**src/rtl/vosc_pkg.sv**
```systemverilog
// Package for the video object sequencer and collision block.
// Holds constants, register addresses, bus operation codes and shared structs.
// No dependencies.
package vosc_pkg;

  localparam int unsigned LINES_PER_FRAME = 312;
  localparam int unsigned ROW_PIXELS      = 160;
  localparam int unsigned SCREEN_WIDTH    = 256;
  localparam int unsigned SCREEN_HEIGHT   = 256;

  localparam int unsigned IRQ_LINE   = 280;
  localparam int unsigned VSYNC_LINE = 250;
  localparam int unsigned GRID_TOP   = 20;
  localparam int unsigned GRID_ROWS  = 200;
  localparam int unsigned GRID_X0    = 30;
  localparam int unsigned GRID_COLS  = 16;

  localparam logic [7:0] ADDR_GRID_ROWS  = 8'h80;
  localparam logic [7:0] ADDR_GRID_CTRL  = 8'hA8;
  localparam logic [7:0] ADDR_SCALE      = 8'hC0;
  localparam logic [7:0] ADDR_BG         = 8'hC6;
  localparam logic [7:0] ADDR_GRID_LATCH = 8'hCA;
  localparam logic [7:0] ADDR_PAIR_LATCH = 8'hCB;
  localparam logic [7:0] SPR_X1_OFS      = 8'h0A;

  // Sequencer phases
  localparam logic [4:0] PH_GAP1       = 5'd0;
  localparam logic [4:0] PH_ROW1_FIRST = 5'd1;
  localparam logic [4:0] PH_ROW1_LAST  = 5'd10;
  localparam logic [4:0] PH_GAP2_LOAD  = 5'd11;
  localparam logic [4:0] PH_GAP2       = 5'd12;
  localparam logic [4:0] PH_ROW2_FIRST = 5'd13;
  localparam logic [4:0] PH_ROW2_LAST  = 5'd22;
  localparam logic [4:0] PH_END        = 5'd23;

  typedef enum logic [1:0] {
    OP_WRITE = 2'd0,
    OP_READ  = 2'd1,
    OP_TICK  = 2'd2,
    OP_NONE  = 2'd3
  } op_e;

  // Per-sprite sequencer state
  typedef struct packed {
    logic [4:0] phase;
    logic [7:0] gap;
    logic [2:0] rep;
    logic [3:0] scale;
    logic       done;
  } spr_ctx_t;

  // Position registers of one sprite
  typedef struct packed {
    logic [7:0] x1;
    logic [7:0] x2;
    logic [7:0] y1;
    logic [7:0] y2;
  } spr_pos_t;

  // Row selected for plotting on this line
  typedef struct packed {
    logic       plot;
    logic [7:0] x;
    logic [3:0] row;
  } spr_plot_t;

  // What one sprite draws into the collision row
  typedef struct packed {
    logic       en;
    logic [7:0] x;
    logic [7:0] bits;
    logic [3:0] scale;
  } spr_draw_t;

  // What the background grid draws into the collision row
  typedef struct packed {
    logic        en;
    logic [3:0]  w;
    logic [15:0] bits;
  } grid_draw_t;

  function automatic logic [7:0] spr_base(input logic [1:0] n);
    logic [7:0] b;
    unique case (n)
      2'd0:    b = 8'h00;
      2'd1:    b = 8'h10;
      2'd2:    b = 8'h20;
      default: b = 8'h40;
    endcase
    return b;
  endfunction

endpackage

```
**src/rtl/vosc_in_if.sv**
```systemverilog
// Input channel of the video object sequencer: bus access or line tick.
// Depends on nothing.
interface vosc_in_if;
  logic       valid;
  logic       ready;
  logic [1:0] op;
  logic [7:0] addr;
  logic [7:0] wdata;

  modport source (output valid, op, addr, wdata, input ready);
  modport sink   (input valid, op, addr, wdata, output ready);
endinterface

```
**src/rtl/vosc_out_if.sv**
```systemverilog
// Output channel of the video object sequencer: read data and line status.
// Depends on nothing.
interface vosc_out_if;
  logic       valid;
  logic       ready;
  logic [7:0] rdata;
  logic       irq_level;
  logic       vsync_flag;
  logic [8:0] line_now;

  modport source (output valid, rdata, irq_level, vsync_flag, line_now, input ready);
  modport sink   (input valid, rdata, irq_level, vsync_flag, line_now, output ready);
endinterface

```
**src/rtl/video_object_sequencer_collision.sv**
```systemverilog
// Top level of the video object sequencer and collision block.
// Uses vosc_pkg, vosc_in_if, vosc_out_if, vosc_ram, vosc_spr_step and vosc_pix.
//
//   channel | dir | payload                                   | accepted when
//   --------+-----+-------------------------------------------+------------------
//   in_i    | in  | op, addr, wdata                           | valid && ready
//   out_o   | out | rdata, irq_level, vsync_flag, line_now    | valid && ready
//
// A write or an unused op completes in the accept cycle; a read passes through S_RDATA.
// A line tick reads every register byte it needs through the single read port of
// the register RAM, then the pixel unit walks the 160-pixel collision row one
// pixel a cycle. After reset a clearing pass over all 256 addresses zeroes the
// register RAM; no transaction is taken meanwhile. A stalled result holds in the
// output register.
module video_object_sequencer_collision (
  input  logic clk_i,
  input  logic rst_ni,
  vosc_in_if.sink    in_i,
  vosc_out_if.source out_o
);

  typedef enum logic [7:0] {
    S_CLEAR = 8'b0000_0001,
    S_IDLE  = 8'b0000_0010,
    S_RDATA = 8'b0000_0100,
    S_GADDR = 8'b0000_1000,
    S_GDATA = 8'b0001_0000,
    S_SADDR = 8'b0010_0000,
    S_SDATA = 8'b0100_0000,
    S_SCAN  = 8'b1000_0000
  } state_e;

  state_e               state_q, state_d;
  logic [8:0]           line_q, line_d;
  logic [7:0]           grid_latch_q, grid_latch_d;
  logic [7:0]           pair_latch_q, pair_latch_d;
  vosc_pkg::spr_ctx_t   ctx_q [4];
  vosc_pkg::spr_ctx_t   ctx_d [4];
  vosc_pkg::spr_draw_t  draw_q [4];
  vosc_pkg::spr_draw_t  draw_d [4];
  vosc_pkg::spr_pos_t   pos_q, pos_d;
  logic [7:0]           bg_q, bg_d;
  logic [7:0]           gctl_q, gctl_d;
  logic [15:0]          gbits_q, gbits_d;
  logic [1:0]           gsel_q, gsel_d;
  logic [1:0]           spr_q, spr_d;
  logic [2:0]           fsel_q, fsel_d;
  logic [7:0]           pix_q, pix_d;
  logic [7:0]           clr_q, clr_d;
  logic [7:0]           addr_q, addr_d;
  logic                 out_valid_q, out_valid_d;
  logic [7:0]           rdata_q, rdata_d;

  logic                 in_ready;
  logic                 accept;
  logic                 ram_we;
  logic [7:0]           ram_waddr;
  logic [7:0]           ram_wdata;
  logic [7:0]           ram_raddr;
  logic [7:0]           ram_rdata;

  logic [8:0]           line_inc;
  logic [8:0]           gl;
  logic                 gl_ok;
  logic [15:0]          gprod;
  logic [3:0]           gq;
  logic [4:0]           grem;
  logic [4:0]           gi;
  logic [5:0]           gm40;
  logic [3:0]           gw;
  vosc_pkg::grid_draw_t gdraw;

  vosc_pkg::spr_ctx_t   step_ctx;
  vosc_pkg::spr_plot_t  step_plot;
  logic [7:0]           pix_pair;
  logic [7:0]           pix_grid;
  logic [3:0]           wr_lo;
  logic [3:0]           wr_hi;

  vosc_ram #(
    .WIDTH (8),
    .DEPTH (256)
  ) u_regs (
    .clk_i   (clk_i),
    .we_i    (ram_we),
    .waddr_i (ram_waddr),
    .wdata_i (ram_wdata),
    .raddr_i (ram_raddr),
    .rdata_o (ram_rdata)
  );

  vosc_spr_step u_step (
    .line_i (line_q),
    .ctx_i  (ctx_q[spr_q]),
    .pos_i  (pos_q),
    .ctx_o  (step_ctx),
    .plot_o (step_plot)
  );

  vosc_pix u_pix (
    .pix_i  (pix_q),
    .grid_i (gdraw),
    .spr_i  (draw_q),
    .pair_o (pix_pair),
    .grid_o (pix_grid)
  );

  // Handshake
  assign in_ready    = (state_q == S_IDLE) && (!out_valid_q || out_o.ready);
  assign in_i.ready  = in_ready;
  assign accept      = in_i.valid && in_ready;
  assign out_o.valid      = out_valid_q;
  assign out_o.rdata      = rdata_q;
  assign out_o.line_now   = line_q;
  assign out_o.irq_level  = line_q == 9'(vosc_pkg::IRQ_LINE);
  assign out_o.vsync_flag = line_q >= 9'(vosc_pkg::VSYNC_LINE);

  assign line_inc = (line_q == 9'(vosc_pkg::LINES_PER_FRAME - 1)) ? 9'd0 : line_q + 9'd1;
  assign wr_lo    = in_i.addr[3:0];
  assign wr_hi    = in_i.addr[7:4];

  // Grid row index: divide the grid line by 20 through a reciprocal
  assign gl    = line_q - 9'(vosc_pkg::GRID_TOP);
  assign gl_ok = (line_q >= 9'(vosc_pkg::GRID_TOP)) &&
                 (line_q < 9'(vosc_pkg::SCREEN_HEIGHT)) &&
                 (gl < 9'(vosc_pkg::GRID_ROWS));
  assign gprod = gl[7:0] * 8'd205;
  assign gq    = gprod[15:12];
  assign grem  = 5'(gl[7:0] - 8'({gq, 4'b0000} + {2'b00, gq, 2'b00}));
  assign gi    = {gq, 1'b0} + {4'b0000, (grem >= 5'd2)};
  assign gm40  = {1'b0, grem} + (gq[0] ? 6'd20 : 6'd0);

  // Grid bar width from the control byte
  always_comb begin
    unique case (gctl_q[7:6])
      2'd1:    gw = 4'd2;
      2'd3:    gw = 4'd4;
      default: gw = 4'd1;
    endcase
    unique case (gi[1:0])
      2'd0: if (gctl_q[0]) gw = 4'd8;
      2'd1: if (gm40 <= 6'd10 ? gctl_q[1] : gctl_q[2]) gw = 4'd8;
      2'd2: if (gctl_q[3]) gw = 4'd8;
      default: if (gm40 <= 6'd30 ? gctl_q[4] : gctl_q[5]) gw = 4'd8;
    endcase
  end

  assign gdraw.en   = gl_ok && bg_q[3];
  assign gdraw.w    = gw;
  assign gdraw.bits = gbits_q;

  // Sequencer
  always_comb begin
    state_d      = state_q;
    line_d       = line_q;
    grid_latch_d = grid_latch_q;
    pair_latch_d = pair_latch_q;
    ctx_d        = ctx_q;
    draw_d       = draw_q;
    pos_d        = pos_q;
    bg_d         = bg_q;
    gctl_d       = gctl_q;
    gbits_d      = gbits_q;
    gsel_d       = gsel_q;
    spr_d        = spr_q;
    fsel_d       = fsel_q;
    pix_d        = pix_q;
    clr_d        = clr_q;
    addr_d       = addr_q;
    out_valid_d  = out_valid_q;
    rdata_d      = rdata_q;
    ram_we       = 1'b0;
    ram_waddr    = clr_q;
    ram_wdata    = '0;
    ram_raddr    = in_i.addr;

    // Drop the result once taken
    if (out_o.ready) begin
      out_valid_d = 1'b0;
    end

    unique case (state_q)
      S_CLEAR: begin
        ram_we = 1'b1;
        clr_d  = clr_q + 8'd1;
        if (clr_q == 8'hFF) begin
          state_d = S_IDLE;
        end
      end

      S_IDLE: begin
        if (accept) begin
          addr_d = in_i.addr;
          unique case (vosc_pkg::op_e'(in_i.op))
            vosc_pkg::OP_WRITE: begin
              if (in_i.addr == vosc_pkg::ADDR_SCALE) begin
                for (int n = 0; n < 4; n++) begin
                  ctx_d[n].scale = 4'd1 << in_i.wdata[2*n +: 2];
                end
              end else begin
                ram_we    = 1'b1;
                ram_waddr = in_i.addr;
                ram_wdata = in_i.wdata;
                if ((wr_lo == 4'hB || wr_lo == 4'hD) && (wr_hi <= 4'd2 || wr_hi == 4'd4)) begin
                  ctx_d[(wr_hi == 4'd4) ? 2'd3 : wr_hi[1:0]].done = 1'b0;
                end
                if (in_i.addr == vosc_pkg::ADDR_GRID_LATCH) begin
                  grid_latch_d = in_i.wdata;
                end
                if (in_i.addr == vosc_pkg::ADDR_PAIR_LATCH) begin
                  pair_latch_d = in_i.wdata;
                end
              end
              out_valid_d = 1'b1;
              rdata_d     = '0;
            end
            vosc_pkg::OP_READ: begin
              state_d = S_RDATA;
            end
            vosc_pkg::OP_TICK: begin
              line_d = line_inc;
              if (line_inc == 9'd0) begin
                grid_latch_d = '0;
                pair_latch_d = '0;
              end
              gsel_d  = '0;
              state_d = S_GADDR;
            end
            default: begin
              out_valid_d = 1'b1;
              rdata_d     = '0;
            end
          endcase
        end
      end

      S_RDATA: begin
        priority if (addr_q == vosc_pkg::ADDR_GRID_LATCH) begin
          rdata_d = grid_latch_q | {4'b0000, ctx_q[0].done, ctx_q[1].done,
                                    ctx_q[2].done, ctx_q[3].done};
        end else if (addr_q == vosc_pkg::ADDR_PAIR_LATCH) begin
          rdata_d = pair_latch_q | {ram_rdata[7:6], 6'b000000};
        end else begin
          rdata_d = ram_rdata;
        end
        out_valid_d = 1'b1;
        state_d     = S_IDLE;
      end

      // Fetch background, grid control and the two grid row bytes
      S_GADDR: begin
        unique case (gsel_q)
          2'd0:    ram_raddr = vosc_pkg::ADDR_BG;
          2'd1:    ram_raddr = vosc_pkg::ADDR_GRID_CTRL + {5'b00000, gi[4:2]};
          2'd2:    ram_raddr = vosc_pkg::ADDR_GRID_ROWS + {2'b00, gi, 1'b0};
          default: ram_raddr = vosc_pkg::ADDR_GRID_ROWS + {2'b00, gi, 1'b1};
        endcase
        state_d = S_GDATA;
      end

      S_GDATA: begin
        unique case (gsel_q)
          2'd0:    bg_d           = ram_rdata;
          2'd1:    gctl_d         = ram_rdata;
          2'd2:    gbits_d[15:8]  = ram_rdata;
          default: gbits_d[7:0]   = ram_rdata;
        endcase
        if (gsel_q == 2'd3) begin
          spr_d   = '0;
          fsel_d  = '0;
          state_d = S_SADDR;
        end else begin
          gsel_d  = gsel_q + 2'd1;
          state_d = S_GADDR;
        end
      end

      // Fetch positions, then the selected bitmap row
      S_SADDR: begin
        if (fsel_q == 3'd4) begin
          ram_raddr = vosc_pkg::spr_base(spr_q) + {4'b0000, step_plot.row};
        end else begin
          ram_raddr = vosc_pkg::spr_base(spr_q) + vosc_pkg::SPR_X1_OFS + {5'b00000, fsel_q};
        end
        state_d = S_SDATA;
      end

      S_SDATA: begin
        unique case (fsel_q)
          3'd0: pos_d.x1 = ram_rdata;
          3'd1: pos_d.x2 = ram_rdata;
          3'd2: pos_d.y1 = ram_rdata;
          3'd3: pos_d.y2 = ram_rdata;
          default: begin
            ctx_d[spr_q]        = step_ctx;
            draw_d[spr_q].en    = step_plot.plot;
            draw_d[spr_q].x     = step_plot.x;
            draw_d[spr_q].bits  = ram_rdata;
            draw_d[spr_q].scale = ctx_q[spr_q].scale;
          end
        endcase
        if (fsel_q == 3'd4) begin
          fsel_d = '0;
          if (spr_q == 2'd3) begin
            pix_d   = '0;
            state_d = S_SCAN;
          end else begin
            spr_d   = spr_q + 2'd1;
            state_d = S_SADDR;
          end
        end else begin
          fsel_d  = fsel_q + 3'd1;
          state_d = S_SADDR;
        end
      end

      // Walk the collision row and latch hits
      S_SCAN: begin
        pair_latch_d = pair_latch_q | pix_pair;
        grid_latch_d = grid_latch_q | pix_grid;
        pix_d        = pix_q + 8'd1;
        if (pix_q == 8'(vosc_pkg::ROW_PIXELS - 1)) begin
          out_valid_d = 1'b1;
          rdata_d     = '0;
          state_d     = S_IDLE;
        end
      end

      default: begin
        state_d = S_IDLE;
      end
    endcase
  end

  // Control state
  always_ff @(posedge clk_i or negedge rst_ni) begin
    if (!rst_ni) begin
      state_q      <= S_CLEAR;
      line_q       <= '0;
      grid_latch_q <= '0;
      pair_latch_q <= '0;
      for (int n = 0; n < 4; n++) begin
        ctx_q[n]  <= '0;
        draw_q[n] <= '0;
      end
      gsel_q      <= '0;
      spr_q       <= '0;
      fsel_q      <= '0;
      pix_q       <= '0;
      clr_q       <= '0;
      out_valid_q <= 1'b0;
    end else begin
      state_q      <= state_d;
      line_q       <= line_d;
      grid_latch_q <= grid_latch_d;
      pair_latch_q <= pair_latch_d;
      ctx_q        <= ctx_d;
      draw_q       <= draw_d;
      gsel_q       <= gsel_d;
      spr_q        <= spr_d;
      fsel_q       <= fsel_d;
      pix_q        <= pix_d;
      clr_q        <= clr_d;
      out_valid_q  <= out_valid_d;
    end
  end

  // Payload registers
  always_ff @(posedge clk_i) begin
    pos_q   <= pos_d;
    bg_q    <= bg_d;
    gctl_q  <= gctl_d;
    gbits_q <= gbits_d;
    addr_q  <= addr_d;
    rdata_q <= rdata_d;
  end

endmodule

```
**src/rtl/vosc_ram.sv**
```systemverilog
// Generic single-write, single-read RAM with registered read data.
// Depends on nothing.
module vosc_ram #(
  parameter int unsigned WIDTH = 8,
  parameter int unsigned DEPTH = 256
) (
  input  logic                     clk_i,
  input  logic                     we_i,
  input  logic [$clog2(DEPTH)-1:0] waddr_i,
  input  logic [WIDTH-1:0]         wdata_i,
  input  logic [$clog2(DEPTH)-1:0] raddr_i,
  output logic [WIDTH-1:0]         rdata_o
);

  logic [WIDTH-1:0] mem [DEPTH];

  // Write and registered read
  always_ff @(posedge clk_i) begin
    if (we_i) begin
      mem[waddr_i] <= wdata_i;
    end
    rdata_o <= mem[raddr_i];
  end

endmodule

```
**src/rtl/vosc_spr_step.sv**
```systemverilog
// One line step of a sprite sequencer: gap countdown, rows and repeats.
// Shared by all four sprites in turn. Depends on vosc_pkg.
module vosc_spr_step (
  input  logic [8:0]          line_i,
  input  vosc_pkg::spr_ctx_t  ctx_i,
  input  vosc_pkg::spr_pos_t  pos_i,
  output vosc_pkg::spr_ctx_t  ctx_o,
  output vosc_pkg::spr_plot_t plot_o
);

  vosc_pkg::spr_ctx_t  ctx;
  vosc_pkg::spr_plot_t plot;
  logic                go;
  logic [4:0]          s;
  logic [3:0]          d;
  logic                vis;

  assign vis = line_i < 9'(vosc_pkg::SCREEN_HEIGHT);

  always_comb begin
    ctx  = ctx_i;
    plot = '0;
    go   = 1'b1;
    d    = '0;

    // Restart both passes at the top of the frame
    if (line_i == 9'd0) begin
      if (pos_i.y1 != 8'd0) begin
        ctx.phase = vosc_pkg::PH_GAP1;
        ctx.gap   = pos_i.y1;
      end else begin
        ctx.phase = vosc_pkg::PH_GAP2_LOAD;
      end
      ctx.rep  = '0;
      ctx.done = 1'b0;
    end
    if (line_i > 9'(vosc_pkg::IRQ_LINE)) begin
      go = 1'b0;
    end
    s = ctx.phase;

    // First gap
    if (go && s == vosc_pkg::PH_GAP1) begin
      if (pos_i.y1 == 8'd0) begin
        ctx.phase = vosc_pkg::PH_GAP2_LOAD;
        go = 1'b0;
      end else if (ctx.gap != 8'd0) begin
        ctx.gap = ctx.gap - 8'd1;
        go = 1'b0;
      end else begin
        s = vosc_pkg::PH_ROW1_FIRST;
      end
    end

    // First pass rows
    if (go && s >= vosc_pkg::PH_ROW1_FIRST && s <= vosc_pkg::PH_ROW1_LAST) begin
      plot.plot = vis;
      plot.x    = pos_i.x1;
      plot.row  = 4'(s - vosc_pkg::PH_ROW1_FIRST);
      d = {1'b0, ctx.rep} + 4'd1;
      if (d >= ctx.scale) begin
        ctx.rep   = '0;
        ctx.phase = s + 5'd1;
      end else begin
        ctx.rep   = d[2:0];
        ctx.phase = s;
      end
      go = 1'b0;
    end

    // Load second gap
    if (go && s == vosc_pkg::PH_GAP2_LOAD) begin
      if (pos_i.y2 == 8'd0) begin
        ctx.done  = 1'b1;
        ctx.phase = vosc_pkg::PH_END;
        go = 1'b0;
      end else begin
        ctx.gap   = pos_i.y2;
        ctx.rep   = '0;
        s         = vosc_pkg::PH_GAP2;
        ctx.phase = vosc_pkg::PH_GAP2;
      end
    end

    // Second gap
    if (go && s == vosc_pkg::PH_GAP2) begin
      if (ctx.gap != 8'd0) begin
        ctx.gap = ctx.gap - 8'd1;
        go = 1'b0;
      end else begin
        s = vosc_pkg::PH_ROW2_FIRST;
      end
    end

    // Second pass rows
    if (go && s >= vosc_pkg::PH_ROW2_FIRST && s <= vosc_pkg::PH_ROW2_LAST) begin
      plot.plot = vis;
      plot.x    = pos_i.x2;
      plot.row  = 4'(s - vosc_pkg::PH_ROW2_FIRST);
      d = {1'b0, ctx.rep} + 4'd1;
      if (d >= ctx.scale) begin
        ctx.rep = '0;
        s = s + 5'd1;
        if (s >= vosc_pkg::PH_END) begin
          ctx.done = 1'b1;
        end
      end else begin
        ctx.rep = d[2:0];
      end
      ctx.phase = s;
      go = 1'b0;
    end

    // Rearm after a position rewrite
    if (go && s == vosc_pkg::PH_END && !ctx.done) begin
      ctx.phase = vosc_pkg::PH_GAP2_LOAD;
    end
  end

  assign ctx_o  = ctx;
  assign plot_o = plot;

endmodule

```
**src/rtl/vosc_pix.sv**
```systemverilog
// Collision bits of one row pixel: grid and sprite coverage, pair and grid hits.
// Depends on vosc_pkg.
module vosc_pix (
  input  logic [7:0]           pix_i,
  input  vosc_pkg::grid_draw_t grid_i,
  input  vosc_pkg::spr_draw_t  spr_i [4],
  output logic [7:0]           pair_o,
  output logic [7:0]           grid_o
);

  logic [3:0] hit;
  logic       ghit;
  logic [7:0] off  [4];
  logic [2:0] bsel [4];
  logic [7:0] gq;
  logic [3:0] gj;
  logic [4:0] c;

  // Sprite coverage
  always_comb begin
    for (int n = 0; n < 4; n++) begin
      off[n] = pix_i - spr_i[n].x;
      unique case (spr_i[n].scale)
        4'd1:    bsel[n] = off[n][2:0];
        4'd2:    bsel[n] = off[n][3:1];
        4'd4:    bsel[n] = off[n][4:2];
        4'd8:    bsel[n] = off[n][5:3];
        default: bsel[n] = '0;
      endcase
      hit[n] = spr_i[n].en && (pix_i >= spr_i[n].x) &&
               (off[n] < {1'b0, spr_i[n].scale, 3'b000}) &&
               spr_i[n].bits[3'd7 - bsel[n]];
    end
  end

  // Grid coverage: sixteen 8-pixel columns starting at the grid origin
  assign gq   = pix_i - 8'(vosc_pkg::GRID_X0);
  assign gj   = gq[6:3];
  assign ghit = grid_i.en && (pix_i >= 8'(vosc_pkg::GRID_X0)) &&
                ({1'b0, gq} < 9'(8 * vosc_pkg::GRID_COLS)) &&
                ({1'b0, gq[2:0]} < grid_i.w) && grid_i.bits[4'd15 - gj];

  assign c = {ghit, hit};

  // Sprite pair hits
  assign pair_o = {2'b00, c[0] & c[1], c[0] & c[2], c[0] & c[3],
                   c[1] & c[2], c[1] & c[3], c[2] & c[3]};

  // Sprite to grid hits
  assign grid_o = {c[4] & c[0], c[4] & c[1], c[4] & c[2], c[4] & c[3], 4'b0000};

endmodule

```
**src/flat_wrapper.sv**
```systemverilog
// flat-port wrapper written by rule: the top's interface ports become plain ports
module video_object_sequencer_collision_flat 
  (clk_i, rst_ni, in_i_valid, in_i_op, in_i_addr, in_i_wdata, in_i_ready, out_o_valid, out_o_rdata, out_o_irq_level, out_o_vsync_flag, out_o_line_now, out_o_ready);
  vosc_in_if in_i_i ();
  vosc_out_if out_o_i ();
  input  logic clk_i;
  input  logic rst_ni;
  input wire logic [$bits(in_i_i.valid)-1:0] in_i_valid;
  input wire logic [$bits(in_i_i.op)-1:0] in_i_op;
  input wire logic [$bits(in_i_i.addr)-1:0] in_i_addr;
  input wire logic [$bits(in_i_i.wdata)-1:0] in_i_wdata;
  output wire logic [$bits(in_i_i.ready)-1:0] in_i_ready;
  output wire logic [$bits(out_o_i.valid)-1:0] out_o_valid;
  output wire logic [$bits(out_o_i.rdata)-1:0] out_o_rdata;
  output wire logic [$bits(out_o_i.irq_level)-1:0] out_o_irq_level;
  output wire logic [$bits(out_o_i.vsync_flag)-1:0] out_o_vsync_flag;
  output wire logic [$bits(out_o_i.line_now)-1:0] out_o_line_now;
  input wire logic [$bits(out_o_i.ready)-1:0] out_o_ready;
  assign in_i_i.valid = in_i_valid;
  assign in_i_i.op = in_i_op;
  assign in_i_i.addr = in_i_addr;
  assign in_i_i.wdata = in_i_wdata;
  assign in_i_ready = in_i_i.ready;
  assign out_o_valid = out_o_i.valid;
  assign out_o_rdata = out_o_i.rdata;
  assign out_o_irq_level = out_o_i.irq_level;
  assign out_o_vsync_flag = out_o_i.vsync_flag;
  assign out_o_line_now = out_o_i.line_now;
  assign out_o_i.ready = out_o_ready;
  video_object_sequencer_collision u_core (.clk_i(clk_i), .rst_ni(rst_ni), .in_i(in_i_i), .out_o(out_o_i));
endmodule
```
**config.mk**
```make
export PLATFORM = sky130hd
export DESIGN_NAME = video_object_sequencer_collision_flat
export DESIGN_NICKNAME = d
export VERILOG_FILES = /design/src/rtl/vosc_pkg.sv /design/src/rtl/vosc_in_if.sv /design/src/rtl/vosc_out_if.sv /design/src/rtl/video_object_sequencer_collision.sv /design/src/rtl/vosc_ram.sv /design/src/rtl/vosc_spr_step.sv /design/src/rtl/vosc_pix.sv /design/src/flat_wrapper.sv
export SDC_FILE = /design/constraint.sdc
export NUM_CORES = 2
export LEC_CHECK = 0
export BUFFER_PORTS_ARGS = -buffer_cell sky130_fd_sc_hd__clkbuf_2
export CORE_UTILIZATION = 65
export CTS_CLUSTER_DIAMETER = 60
export DETAILED_ROUTE_END_ITERATION = 7
export MAX_ROUTING_LAYER = met4
export PLACE_DENSITY = 0.84
export SYNTH_ARGS = -nofsm -noshare
export SYNTH_HDL_FRONTEND = slang
export SYNTH_HIERARCHICAL = 1
export SYNTH_SLANG_ARGS = --single-unit
```
**constraint.sdc**
```tcl
create_clock -name clk_i -period 26.8 [get_ports clk_i]
set_input_delay 5.36 -clock clk_i [delete_from_list [all_inputs] [get_ports clk_i]]
set_output_delay 5.36 -clock clk_i [all_outputs]
set_load 0.05 [all_outputs]
```
==> out/metrics.cfg <==
[final_layout]
regArea_um2 = 69500
final_cells = 8002
area_growth_pct = 9.14
drive_gt1_share_pct = 20.2
final.fill_count = 8380
fin_nets = 5958
final_area_um2 = 109000
multiInputGateArea_um2 = 28700

[placed_design]
dp.cells = 7581
dp_hpwl_mm = 158
gp_congestion = 0.926
portBuffers = 42
placed_area_um2 = 102000

[sta]
fin_crit_sh_pct = 50.1
hold_ws_ns = 0.503
fmax_ghz = 0.0745
setup_viol = 0
finalCriticalPeriod_ns = 13.42
relSlewSlack_pct = 0.382
fin_skew_ns = 0.0629
slew_violations = 0
fin_tns_setup_ns = 0
rsz0062_at_grt = false
finalHoldViolCount = 0
worst_pin_slew_ns = 1.48

[worst_setup_path]
critPathMaxFanout = 96
cpPeakStageDelay_ns = 0.83
reg2reg_to = u_core/u_regs/rdata_o[5]
worst-setup-path-type = flip-flop to flip-flop
crit_path_end_kind = flip-flop
required_ns = 27.52
arrival_ns = 14.14
r2r_setup_slack_ns = 13.38
crit_path_top_delay_cell = buf_4
start_kind = flip-flop
r2r_cells = 33
timing.rr.start = u_core/spr_q[0]

[floorplanning]
row_count = 143
die_area_um2 = 156000
dieHeight_um = 395
initial_utilization_pct = 65.7
coreArea_um2 = 153000
ios = 43
die_x_um = 395

[run]
cap_viol_max_count = 2

[clock_network]
cts-hold-fix-buffers = 0
cts.reportedPaths.clkPinSlew_ns = 0.07
post_cts.repair.setup_buffers = 0
htreeDepth = 4
clock_latency_ns = 0.87
cts_resized = 0
cts_buffer_depth = 3
ctsRootBufferMaster = clkbuf_16
cts-buffers-inserted = 220
cts_tree = yes
cts_sinks = 2354

[logic_synthesis]
syn_avg_cell_area_um2 = 17.5
synth-seq-cells = 2354
synth_top_cell_by_area = edfxtp_1
synthArstFlopShare_pct = 9.56
synth_compound_area_share_pct = 5.85
synthTopCellsByArea = edfxtp_1, mux4_2, dfrtp_1, ha_1, mux2i_1
yosys.area_share.simple_pct = 5.27
yosysMostFrequentCell = edfxtp_1
synth_top_area_share_pct = 63.5
ys.flop_type = edfxtp_1
synth_cells = 5726
synth_area_um2 = 100000
synth_top_family_by_area = multiplexers
synthMuxAreaShare_pct = 14.5
synth-edff-count = 2121
synth_fa_ha_area_share_pct = 2.13
synthTopCellsByCount = edfxtp_1, mux4_2, nor2_1
synth_xor_area_share_pct = 0.580
synth-seq-area-share_pct = 69.3
yosys_warnings = 6
synth_cell_types = 126

[detailed_routing]
vias_per_cell = 7.44
first_pass_iters = 7
remaining_drc_errors = 0
wire_per_inst_um = 35.1
drtIter0Drc = 9769
vias = 59500
drt-total-wl_mm = 281
postRouteAntennaNets = 0

[min_path]
hold_depth = 1
hp-start = u_core/draw_q[69]
hold_path.class = flip-flop to flip-flop
hold_path_end = u_core/draw_q[69]

[run_status]
status = finished with violations
violations = capacitance limit

[power_and_ir_drop]
peakVddDrop_mv = 0.321
power_density_nw_per_um2 = 88.2
total_power_w = 0.00966
p_leak_nw = 39.3

[global_routing]
grt_pass1_vias = 59100
grt_usage_pct = 37.2
use_met2_pct = 56.8
grt-ovfl-total = 0
grt_max_degree = 185
antenna_found_initial = 11
met3_usage_pct = 8.88
busiest_layer = met2
grtUsageMet1_pct = 46.2
grt_pass1_wl_mm = 404

cell usage in the layout, fill, tap and decap left out, types with 47 or more instances in the layout:
| cell | n |
|---|---|
| edfxtp_1 | 2121 |
| mux4_2 | 480 |
| nor2_1 | 410 |
| dfrtp_1 | 224 |
| clkbuf_16 | 221 |
| a21oi_1 | 207 |
| mux2i_1 | 163 |
| nand2_1 | 162 |
| a22oi_1 | 149 |
| ha_1 | 147 |
| inv_1 | 122 |
| mux2_2 | 97 |
| nand3_1 | 88 |
| buf_4 | 85 |
| o21ai_0 | 82 |
| nor3_1 | 66 |
| mux2_4 | 60 |
| clkinv_2 | 51 |
| o221ai_1 | 50 |
| clkinv_1 | 47 |
how the worst max path moves through the flow:
stage | endpoint | cells past startpoint | slack [ns] | start
CTS | u_core/u_regs/rdata_o[5] | 33 | 13.57 | u_core/spr_q[0]
global placement | u_core/u_regs/rdata_o[0] | 32 | 14.05 | u_core/spr_q[0]
detailed placement | u_core/u_regs/rdata_o[0] | 32 | 13.73 | u_core/spr_q[0]
finish | u_core/u_regs/rdata_o[5] | 33 | 13.38 | u_core/spr_q[0]
floorplan | in_i_ready | 2 | 15.54 | out_o_ready
global route | u_core/u_regs/rdata_o[5] | 33 | 12.66 | u_core/spr_q[0]
power breakdown:
| group | internal [W] | leakage (nW) | switching [W] |
|---|---|---|---|
| Sequential | 0.00404 | 25.3 | 0.0000415 |
| Clock | 0.00177 | 3.58 | 0.00141 |
| Combinational | 0.000830 | 10.5 | 0.00157 |
kinds of logic (layout without fill, tap and decap cells):
group | count (synthesis) | count (layout)
compound gates | 836 | 836
xor+xnor | 64 | 64
simple gates | 1065 | 1065
other cells | 1 | 18
buf+inv | 439 | 668
flops | 2354 | 2354
mux | 805 | 805
fa+ha+maj | 162 | 162
layout make-up:
class,instances,share of cell area (%)
sequential,2354,63.5
antenna,12,0.0274
clock inverter,152,1.47
inverter,126,0.432
clock buffer,256,5.22
timing repair buffer,134,0.900
multi-input combinational,2938,26.2
tap,2030,2.32
metrics by stage:
| step | utilization [%] | worst slack [ns] |
|---|---|---|
| finish | 71.7 | 13.38 |
| floorplan | - | 15.54 |
| global route | 71.7 | 12.66 |
| detailed placement | 66.9 | 13.73 |
| CTS | 71.7 | 13.57 |
| global placement | 66.9 | 14.05 |
layer usage:
layer / share of wire (%) / wire length (um)
met1: 33 / 91700
met2: 47 / 133000
met3: 13 / 36600
met4: 7.0 / 19600
met5: 0 / 0
worst max-delay path: cells and delay by family (launching register included):
kind | cells | cell delay [ns]
and+or+nand+nor | 11 | 3.30
AOI/OAI and AO/OA | 11 | 4.08
DFF | 1 | 0.64
adders and majority gates | 3 | 0.69
muxes | 3 | 1.42
buffers and inverters | 5 | 2.92
sequential cells by signal (all words and copies together), names as in the netlist, 3 cells and up:
name / flops
u_core/grid_latch_q: 8
u_core/state_q: 8
u_core/draw_q: 84
u_core/out_o.line_now: 9
u_core/clr_q: 8
u_core/gbits_q: 16
u_core/pix_q: 8
u_core/ctx_q: 84
u_core/u_regs/mem: 2048
u_core/pair_latch_q: 8
u_core/out_o.rdata: 8
u_core/addr_q: 8
u_core/gctl_q: 8
u_core/pos_q: 32
u_core/u_regs/rdata_o: 8
u_core/fsel_q: 3
No activity file was read; power rests on OpenSTA's default activity.
